$ cat src/rtl/core/bmma_pkg.sv
// Shared types, widths and codes for the block matrix multiply-accumulate.
// Used by the channel interfaces, the controller, the datapath and the top level.
`timescale 1ns / 1ps

package bmma_pkg;

    localparam int MAX_BLOCK_DEF = 8;
    localparam int FRAC_BITS_DEF = 16;

    // Index fields between controller and datapath cover MAX_BLOCK up to 16.
    localparam int PKG_IDX_W = 4;

    localparam int ACTION_W   = 2;
    localparam int ROWCOL_W   = 3;
    localparam int VALUE_W    = 32;
    localparam int BS_W       = 4;
    localparam int CFG_IDX_W  = 1;
    localparam int CFG_DATA_W = 32;

    localparam logic [ACTION_W-1:0] ACT_LOAD_A  = 2'd0;
    localparam logic [ACTION_W-1:0] ACT_LOAD_B  = 2'd1;
    localparam logic [ACTION_W-1:0] ACT_LOAD_C  = 2'd2;
    localparam logic [ACTION_W-1:0] ACT_COMPUTE = 2'd3;

    localparam logic [CFG_IDX_W-1:0] CFG_DIM  = 1'd0;
    localparam logic [CFG_IDX_W-1:0] CFG_BETA = 1'd1;

    localparam logic [BS_W-1:0]    DIM_RST  = 4'd4;
    localparam logic [VALUE_W-1:0] BETA_RST = 32'd0;

    typedef struct packed {
        logic                 issue;
        logic                 beta_term;
        logic                 first;
        logic                 term_last;
        logic                 last_elem;
        logic [PKG_IDX_W-1:0] row;
        logic [PKG_IDX_W-1:0] col;
        logic [PKG_IDX_W-1:0] k;
        logic [VALUE_W-1:0]   beta;
        logic                 load_en;
        logic [ACTION_W-1:0]  ld_action;
        logic [ROWCOL_W-1:0]  ld_row;
        logic [ROWCOL_W-1:0]  ld_col;
        logic [VALUE_W-1:0]   ld_value;
    } t_dp_cmd;

    typedef struct packed {
        logic out_free;
        logic res_loaded;
    } t_dp_status;

endpackage

$ cat src/rtl/core/bmma_in_if.sv
// Input item channel: valid/ready handshake with one load or compute item per beat.
// Depends on bmma_pkg for the field widths.
`timescale 1ns / 1ps

interface bmma_in_if;
    logic                          valid;
    logic                          ready;
    logic [bmma_pkg::ACTION_W-1:0] action;
    logic [bmma_pkg::ROWCOL_W-1:0] row;
    logic [bmma_pkg::ROWCOL_W-1:0] col;
    logic [bmma_pkg::VALUE_W-1:0]  value;

    modport source (output valid, output action, output row, output col, output value,
                    input ready);
    modport sink (input valid, input action, input row, input col, input value,
                  output ready);
endinterface

$ cat src/rtl/core/bmma_cfg_if.sv
// Configuration write channel: valid/ready handshake with register index and data.
// Depends on bmma_pkg for the field widths.
`timescale 1ns / 1ps

interface bmma_cfg_if;
    logic                            valid;
    logic                            ready;
    logic [bmma_pkg::CFG_IDX_W-1:0]  index;
    logic [bmma_pkg::CFG_DATA_W-1:0] data;

    modport source (output valid, output index, output data, input ready);
    modport sink (input valid, input index, input data, output ready);
endinterface

$ cat src/rtl/core/bmma_ctrl.sv
// Controller: configuration registers, input handshake and the sequencer that walks
// result elements and their product terms. Depends on bmma_pkg and the channel interfaces.
`timescale 1ns / 1ps

module bmma_ctrl #(
    parameter int MAX_BLOCK = bmma_pkg::MAX_BLOCK_DEF
) (
    input  logic                 i_clk,
    input  logic                 i_rst_n,
    bmma_cfg_if.sink             i_cfg,
    bmma_in_if.sink              i_in,
    output bmma_pkg::t_dp_cmd    o_cmd,
    input  bmma_pkg::t_dp_status i_status
);

    localparam int IDX_W = (MAX_BLOCK > 1) ? $clog2(MAX_BLOCK) : 1;
    localparam int CNT_W = $clog2(MAX_BLOCK + 1);

    localparam logic [1:0] S_IDLE  = 2'd0;
    localparam logic [1:0] S_START = 2'd1;
    localparam logic [1:0] S_ISSUE = 2'd2;
    localparam logic [1:0] S_WAIT  = 2'd3;

    logic [1:0]                   r_state, n_state;
    logic [IDX_W-1:0]             r_i, n_i;
    logic [IDX_W-1:0]             r_j, n_j;
    logic [IDX_W-1:0]             r_k, n_k;
    logic [CNT_W-1:0]             r_n, n_n;
    logic                         r_first, n_first;
    logic [bmma_pkg::BS_W-1:0]    r_dim;
    logic [bmma_pkg::VALUE_W-1:0] r_beta;

    logic             in_hs;
    logic [CNT_W-1:0] eff_n;
    logic [CNT_W-1:0] n_m1;
    logic             term_last;
    logic             elem_last;
    logic             row_end;

    assign i_cfg.ready = 1'b1;
    assign i_in.ready  = (r_state == S_IDLE);
    assign in_hs       = i_in.valid && i_in.ready;

    assign eff_n = (5'(r_dim) > 5'(MAX_BLOCK)) ? CNT_W'(MAX_BLOCK)
                                               : CNT_W'(r_dim);
    assign n_m1      = r_n - CNT_W'(1);
    assign term_last = (CNT_W'(r_k) == n_m1);
    assign row_end   = (CNT_W'(r_j) == n_m1);
    assign elem_last = (CNT_W'(r_i) == n_m1) && row_end;

    always_ff @(posedge i_clk) begin
        if (!i_rst_n) begin
            r_dim  <= bmma_pkg::DIM_RST;
            r_beta <= bmma_pkg::BETA_RST;
        end else if (i_cfg.valid && i_cfg.ready) begin
            case (i_cfg.index)
                bmma_pkg::CFG_DIM: begin
                    r_dim <= i_cfg.data[bmma_pkg::BS_W-1:0];
                end
                bmma_pkg::CFG_BETA: begin
                    r_beta <= i_cfg.data;
                end
                default: begin
                end
            endcase
        end
    end

    always_comb begin
        n_state = r_state;
        n_i     = r_i;
        n_j     = r_j;
        n_k     = r_k;
        n_n     = r_n;
        n_first = r_first;

        o_cmd           = '0;
        o_cmd.row       = bmma_pkg::PKG_IDX_W'(r_i);
        o_cmd.col       = bmma_pkg::PKG_IDX_W'(r_j);
        o_cmd.k         = bmma_pkg::PKG_IDX_W'(r_k);
        o_cmd.last_elem = elem_last;
        o_cmd.beta      = r_beta;
        o_cmd.load_en   = in_hs && (i_in.action != bmma_pkg::ACT_COMPUTE);
        o_cmd.ld_action = i_in.action;
        o_cmd.ld_row    = i_in.row;
        o_cmd.ld_col    = i_in.col;
        o_cmd.ld_value  = i_in.value;

        case (r_state)
            S_IDLE: begin
                if (in_hs && (i_in.action == bmma_pkg::ACT_COMPUTE) && (eff_n != '0)) begin
                    n_n     = eff_n;
                    n_i     = '0;
                    n_j     = '0;
                    n_state = S_START;
                end
            end
            S_START: begin
                if (i_status.out_free) begin
                    n_k     = '0;
                    n_first = 1'b1;
                    if (r_beta != '0) begin
                        o_cmd.issue     = 1'b1;
                        o_cmd.beta_term = 1'b1;
                        o_cmd.first     = 1'b1;
                        n_first         = 1'b0;
                    end
                    n_state = S_ISSUE;
                end
            end
            S_ISSUE: begin
                o_cmd.issue     = 1'b1;
                o_cmd.first     = r_first;
                o_cmd.term_last = term_last;
                n_first         = 1'b0;
                n_k             = r_k + IDX_W'(1);
                if (term_last) begin
                    n_state = S_WAIT;
                end
            end
            S_WAIT: begin
                if (i_status.res_loaded) begin
                    if (elem_last) begin
                        n_state = S_IDLE;
                    end else begin
                        n_state = S_START;
                        if (row_end) begin
                            n_j = '0;
                            n_i = r_i + IDX_W'(1);
                        end else begin
                            n_j = r_j + IDX_W'(1);
                        end
                    end
                end
            end
            default: begin
                n_state = S_IDLE;
            end
        endcase
    end

    always_ff @(posedge i_clk) begin
        if (!i_rst_n) begin
            r_state <= S_IDLE;
            r_i     <= '0;
            r_j     <= '0;
            r_k     <= '0;
            r_n     <= '0;
            r_first <= 1'b0;
        end else begin
            r_state <= n_state;
            r_i     <= n_i;
            r_j     <= n_j;
            r_k     <= n_k;
            r_n     <= n_n;
            r_first <= n_first;
        end
    end

endmodule

$ cat src/flat_wrapper.sv
// flat-port wrapper written by rule: the top's interface ports become plain ports
module bmma_ctrl_flat 
#(
    parameter int MAX_BLOCK = bmma_pkg::MAX_BLOCK_DEF
)
  (i_clk, i_rst_n, o_cmd, i_status, i_cfg_valid, i_cfg_index, i_cfg_data, i_cfg_ready, i_in_valid, i_in_action, i_in_row, i_in_col, i_in_value, i_in_ready);
  bmma_cfg_if i_cfg_i ();
  bmma_in_if i_in_i ();
  input  logic i_clk;
  input  logic i_rst_n;
  output bmma_pkg::t_dp_cmd o_cmd;
  input  bmma_pkg::t_dp_status i_status;
  input wire logic [$bits(i_cfg_i.valid)-1:0] i_cfg_valid;
  input wire logic [$bits(i_cfg_i.index)-1:0] i_cfg_index;
  input wire logic [$bits(i_cfg_i.data)-1:0] i_cfg_data;
  output wire logic [$bits(i_cfg_i.ready)-1:0] i_cfg_ready;
  input wire logic [$bits(i_in_i.valid)-1:0] i_in_valid;
  input wire logic [$bits(i_in_i.action)-1:0] i_in_action;
  input wire logic [$bits(i_in_i.row)-1:0] i_in_row;
  input wire logic [$bits(i_in_i.col)-1:0] i_in_col;
  input wire logic [$bits(i_in_i.value)-1:0] i_in_value;
  output wire logic [$bits(i_in_i.ready)-1:0] i_in_ready;
  assign i_cfg_i.valid = i_cfg_valid;
  assign i_cfg_i.index = i_cfg_index;
  assign i_cfg_i.data = i_cfg_data;
  assign i_cfg_ready = i_cfg_i.ready;
  assign i_in_i.valid = i_in_valid;
  assign i_in_i.action = i_in_action;
  assign i_in_i.row = i_in_row;
  assign i_in_i.col = i_in_col;
  assign i_in_i.value = i_in_value;
  assign i_in_ready = i_in_i.ready;
  bmma_ctrl #(.MAX_BLOCK(MAX_BLOCK)) u_core (.i_clk(i_clk), .i_rst_n(i_rst_n), .i_cfg(i_cfg_i), .i_in(i_in_i), .o_cmd(o_cmd), .i_status(i_status));
endmodule
$ cat config.mk
export PLATFORM = sky130hd
export DESIGN_NAME = bmma_ctrl_flat
export DESIGN_NICKNAME = d
export VERILOG_FILES = /design/src/rtl/core/bmma_pkg.sv /design/src/rtl/core/bmma_in_if.sv /design/src/rtl/core/bmma_cfg_if.sv /design/src/rtl/core/bmma_ctrl.sv /design/src/flat_wrapper.sv
export SDC_FILE = /design/constraint.sdc
export NUM_CORES = 1
export LEC_CHECK = 0
export ABC_CLOCK_PERIOD_IN_PS = 2900
export BUFFER_PORTS_ARGS = -buffer_cell sky130_fd_sc_hd__buf_2
export CORE_ASPECT_RATIO = 0.8
export CORE_MARGIN = 2
export CORE_UTILIZATION = 35
export DETAILED_ROUTE_END_ITERATION = 8
export GPL_ROUTABILITY_DRIVEN = 0
export GPL_TIMING_DRIVEN = 0
export MAX_ROUTING_LAYER = met4
export PLACE_DENSITY = 0.66
export SLEW_MARGIN = 40
export SYNTH_ARGS = -nofsm -noshare
export SYNTH_HDL_FRONTEND = slang
export SYNTH_SLANG_ARGS = --single-unit
$ cat constraint.sdc
create_clock -name i_clk -period 2.9 [get_ports i_clk]
set_input_delay 0.145 -clock i_clk [delete_from_list [all_inputs] [get_ports i_clk]]
set_output_delay 0.145 -clock i_clk [all_outputs]
set_load 0.01 [all_outputs]
==> Yosys cells after proc, flatten, opt, wreduce, memory -nomap -nowiden <==
Index checks and enable logic that the tools add are counted.
{ "totals": {"ff_bits": 52, "input_bits": 79, "elab_cells": 72} }
{ "classes": {"add_sub_neg": 4, "magnitude_cmp": 1, "eq_ne": 14, "mux": 27, "n_bitwise": 1, "n_reduce_logical": 17} }
{ "ops": {"columns": ["operator", "count"], "rows": [
  ["$reduce_bool A32 Y1", 1],
  ["$mux W3", 10],
  ["$pmux W3 S2", 3],
  ["$eq A3 B4 Y1", 3],
  ["$ne A2 B2 Y1 const B", 5],
  ["$add A3 B1 Y3 const B", 3],
  ["$mux W2", 4],
  ["$pmux W2 S4", 1],
  ["$reduce_and A2 Y1", 4],
  ["$reduce_and A4 Y1", 2],
  ["$eq A2 B2 Y1 const B", 3],
  ["$pmux W1 S2", 3],
  ["$logic_and A1 B1 Y1", 5],
  ["$mux W1", 5],
  ["$reduce_and A5 Y1", 1],
  ["$gt A4 B4 Y1 const B", 1],
  ["$mux W4", 1],
  ["$ne A2 B1 Y1 const B", 2],
  ["$reduce_bool A2 Y1", 2],
  ["$reduce_bool A4 Y1", 1],
  ["$sub A4 B1 Y4 const B", 1],
  ["$eq A2 B1 Y1 const B", 1],
  ["$logic_not A2 Y1", 1],
  ["$not A1 Y1", 1]
]} }

==> Depth between registers and ports, before layout <==
{ "logic_depth": {"ltp_word": 6, "depth_mapped": 8, "mapped_depth_nobuf": 7} }

==> Least setup slack after synthesis <==
Ideal clock, no wire load.
{ "synth_path": {"path_kind": "reg2reg", "startpoint": "register u_core.r_n[0]", "endpoint": "register u_core.r_i[2]", "arrival_ns": 1.920, "t_required_ns": 2.826, "setup_slack_ns": 0.906, "path_stages_with_launch": 9, "period_less_slack_ns": 1.994, "path_cell_list": "dfxtp_1 > buf_6 > inv_1 > ha_1 > xnor2_1 > o211a_1 > nand3_2 > or4_1 > a31oi_1"} }
{ "synth_between": {"elab_chain_len": 5} }
{ "synth_rtl": {"columns": ["item", "line", "source"], "rows": [
  ["start: declaration", "bmma_ctrl.sv:28", "logic [CNT_W-1:0] r_n, n_n;"],
  ["start signal: assignment", "bmma_ctrl.sv:155", "r_n <= n_n;"],
  ["$sub A4 B1 Y4 (*)", "bmma_ctrl.sv:46", "assign n_m1 = r_n - CNT_W'(1);"],
  ["$eq A3 B4 Y1 (on tied branches)", "bmma_ctrl.sv:49, bmma_ctrl.sv:48", null],
  ["$logic_and A1 B1 Y1", "bmma_ctrl.sv:49", "assign elem_last = (CNT_W'(r_i) == n_m1) && row_end;"],
  ["$ne A2 B2 Y1 (no line)", null, null],
  ["$reduce_and A5 Y1 (no line) (*)", null, null],
  ["end signal: assignment", "bmma_ctrl.sv:152", "r_i <= n_i;"],
  ["end: declaration", "bmma_ctrl.sv:25", "logic [IDX_W-1:0] r_i, n_i;"]
]} }
Mark *: on every way between the ends. The rest lies on a longest branch, timed or not.
A chain may end at the register's enable or synchronous reset.

==> Worst setup path after layout <==
{ "layout_path": {"startpoint": "register u_core.r_state[0]", "endpoint": "register u_core.r_j[0]"} }
{ "layout_between": {"elab_chain_len": 6} }
{ "layout_rtl": {"columns": ["item", "line", "source"], "rows": [
  ["start: declaration", "bmma_ctrl.sv:24", "logic [1:0] r_state, n_state;"],
  ["start signal: assignment", "bmma_ctrl.sv:151", "r_state <= n_state;"],
  ["$logic_not A2 Y1", "bmma_ctrl.sv:41, bmma_ctrl.sv:89", null],
  ["$logic_and A1 B1 Y1", "bmma_ctrl.sv:42", "assign in_hs = i_in.valid && i_in.ready;"],
  ["$logic_and A1 B1 Y1 (2 in series)", "bmma_ctrl.sv:91", "if (in_hs && (i_in.action == bmma_pkg::ACT_COMPUTE) && (eff_n != '0)) begin"],
  ["$ne A2 B2 Y1 (no line)", null, null],
  ["$reduce_and A4 Y1 (no line)", null, null],
  ["end signal: assignment", "bmma_ctrl.sv:153", "r_j <= n_j;"],
  ["end: declaration", "bmma_ctrl.sv:26", "logic [IDX_W-1:0] r_j, n_j;"]
]} }
Several ways; a longest one is shown, not always the timed one.

==> flow_summary.yaml <==
drt:
  final_antenna_net_count: 0
  vias_per_cell: 4.66
  drt_pass1_iterations: 4
  drc: 0
  drt-initial-drc-count: 78
  wl_per_cell_um: 12.1
  totalWireLength_um: 7250
  vias: 2782
floorplanning:
  std_cell_rows: 29
  start_util_pct: 35.8
  die_x_um: 104
  io_pins: 171
  die_h_um: 84.1
  core_area_sq_um: 7840
  die_area_sq_um: 8750
yosys:
  synth_edf_count: 0
  yosys_warnings: 0
  synth_top_flop_cell: "dfxtp_1"
  ys_ff_latch: 52
  syn_area_per_cell_sq_um: 7.97
  yosysSeqAreaShare_pct: 37.1
  synthTopCellsByCount: "nand2_1, dfxtp_1, buf_4, a21oi_1, nor2_1"
  ys_types: 46
  syn-cell-area_sq_um: 2810
  syn_inst: 352
  yosys.area.top_type_share_pct: 37.1
  synth.area.top_cells: "dfxtp_1, buf_4, nand2_1"
  synth.most_common_cell: "nand2_1"
  ys_async_sr_fraction_pct: 0
  synth_top_cell_by_area: "dfxtp_1"
worst_hold_path:
  min_to: "u_core.r_beta[16]$_SDFFE_PN0P_"
  hold_path.class: "input pin to flip-flop"
  hold_depth: 3
  hp-start: "i_cfg_data[16]"
critical_path:
  reg2regPathDepth: 7
  worstPathRequired_ns: 3.13
  reg2reg_to: "u_core.r_j[0]$_SDFFE_PN0P_"
  cp.arrival_ns: 2.72
  reg2reg_slack_ns: 0.42
  path_class: "flip-flop to flip-flop"
  endpoint_kind: "flip-flop"
  critical_path.startpoint_type: "flip-flop"
  crit_fanout: 6
  r2r-start: "u_core.r_state[0]$_SDFFE_PN0P_"
grt:
  grt_pass1_vias: 2528
  grt_pass1_wl_um: 11800
  grt_max_degree: 16
  overflow: 0
  antenna_found_initial: 0
  grtUsageTotal_pct: 16.7
placement:
  io_buffers: 127
  place_hpwl_um: 5720
job:
  cap_violations: 0
cts:
  post_cts_resized: 0
  clkTransAtPathRegs_ns: 0.09
  post-cts-setup-buffers: 0
  numCtsBuffers: 5
  clockBufferDepth: 2
  hold_buffers: 0
  clk_latency_ns: 0.30
  clock-sinks: 52
  htreeDepth: 2
  root_buffer: "clkbuf_8"
  cts_tree: "yes"
pwr:
  powerDensity_nw_per_um2: 435
  leakagePower_nw: 1.79
  vdd_ir_drop_max_mv: 0.261
  p_total_w: 0.00160
sta:
  fmax_ghz: 0.403
  slew_headroom_pct: 49.5
  hold_viol: 0
  hold_ws_ns: 0.0739
  fin_setup_tns_ns: 0
  worstMarginPinSlew_ns: 0.752
  min_period_over_period_pct: 85.6
  skew_ns: 0.00392
  finalMaxSlewViolations: 0
  finalSetupViolCount: 0
  finalCriticalPeriod_ns: 2.48
  rsz0062_at_grt: "no"
final_layout:
  drive_above_1_share_pct: 38.7
  layout.nets: 576
  area_growth_pct: 31.6
  insertedDiodeCount: 0
  fin_util_pct: 47.1
outcome:
  status: "complete, no violations"
worst max-delay path by stage:
stage / start / endpoint / slack, ns / cells past startpoint
after floorplan: u_core.r_n[0]$_SDFFE_PN0P_ / u_core.r_i[2]$_SDFFE_PN0P_ / 0.91 / 8
after global placement: u_core.r_state[0]$_SDFFE_PN0P_ / u_core.r_j[0]$_SDFFE_PN0P_ / 0.55 / 7
after detailed placement: u_core.r_state[0]$_SDFFE_PN0P_ / u_core.r_j[0]$_SDFFE_PN0P_ / 0.48 / 7
after CTS: u_core.r_state[0]$_SDFFE_PN0P_ / u_core.r_j[0]$_SDFFE_PN0P_ / 0.46 / 7
after global routing: u_core.r_state[1]$_SDFFE_PN0P_ / u_core.r_j[0]$_SDFFE_PN0P_ / 0.22 / 7
final: u_core.r_state[0]$_SDFFE_PN0P_ / u_core.r_j[0]$_SDFFE_PN0P_ / 0.42 / 7
cell usage in the layout, fill, tap and decap left out, drive strengths merged, types with 2 or more instances in the layout:
master,n
o31ai,2
ha,9
nor2,15
a21oi,39
dfxtp,52
nand2,86
buf,177
nor2b,6
a31oi,2
nand4,2
xnor2,2
nand2b,3
o21ai,4
a211oi,2
xor2,6
nand3,4
o21a,5
clkbuf,15
conb,4
mux2i,8
and2,2
o211ai,3
inv,9
nor4,11
nor3,4
critical path, cell delays in order (launching register included):
cell,delay (ns)
dfxtp_1,0.40
inv_1,0.12
ha_1,0.31
a21boi_0,0.17
a2111oi_2,0.49
o21ai_0,0.41
nor2_1,0.31
mux2i_1,0.21
where the power goes:
group	switching [W]	leakage, nW	total [W]	internal, W
Sequential	0.0000257	0.424	0.000768	0.000743
Clock	0.000241	0.0552	0.000498	0.000257
Combinational	0.000179	1.31	0.000338	0.000159
Total	0.000446	1.79	0.00160	0.00116
state kept, by name, indices dropped and copies added, names as in the netlist:
register	count
u_core.r_beta	32
u_core.r_dim	4
u_core.r_n	4
u_core.r_i	3
u_core.r_j	3
u_core.r_k	3
u_core.r_state	2
u_core.r_first	1
per-layer routing:
metal / track usage [%] / vias to the layer above / share of wire, %
li1: - / 1410 / -
met1: 22.5 / 1266 / 48
met2: 26.1 / 104 / 45
met3: 3.98 / 2 / 6.8
met4: 2.70 / 0 / 0.36
met5: - / - / 0
layout make-up:
class	instances	area (sq um)
multi-input cells	234	1330
clock inverters	2	35.0
fillers	807	4150
clock buffers	6	72.6
plain buffers	59	408
well taps	108	135
flip-flops and latches	52	1040
repair buffers	127	636
inverters	9	33.8
metrics by stage:
step / std cells / setup WS [ns] / cell area (sq um)
after floorplan: 354 / 0.906 / 2810
after CTS: 597 / 0.459 / 3690
after global placement: 589 / 0.546 / 3580
final: 597 / 0.418 / 3690
after global routing: 597 / 0.219 / 3690
after detailed placement: 589 / 0.484 / 3580
cell families (layout without fill, tap and decap cells):
logic type / Yosys count / in the layout / share of synthesized area, %
muxes: 8 / 8 / 2.85
AOI/OAI and AO/OA: 66 / 66 / 14.6
adders and majority gates: 9 / 9 / 4.01
and+or+nand+nor: 138 / 138 / 22.1
DFF: 52 / 52 / 37.1
other: 2 / 4 / 0.268
buffers and inverters: 68 / 203 / 15.7
xor gates and xnor gates: 9 / 9 / 3.30
No activity file was read; power rests on OpenSTA's default activity.
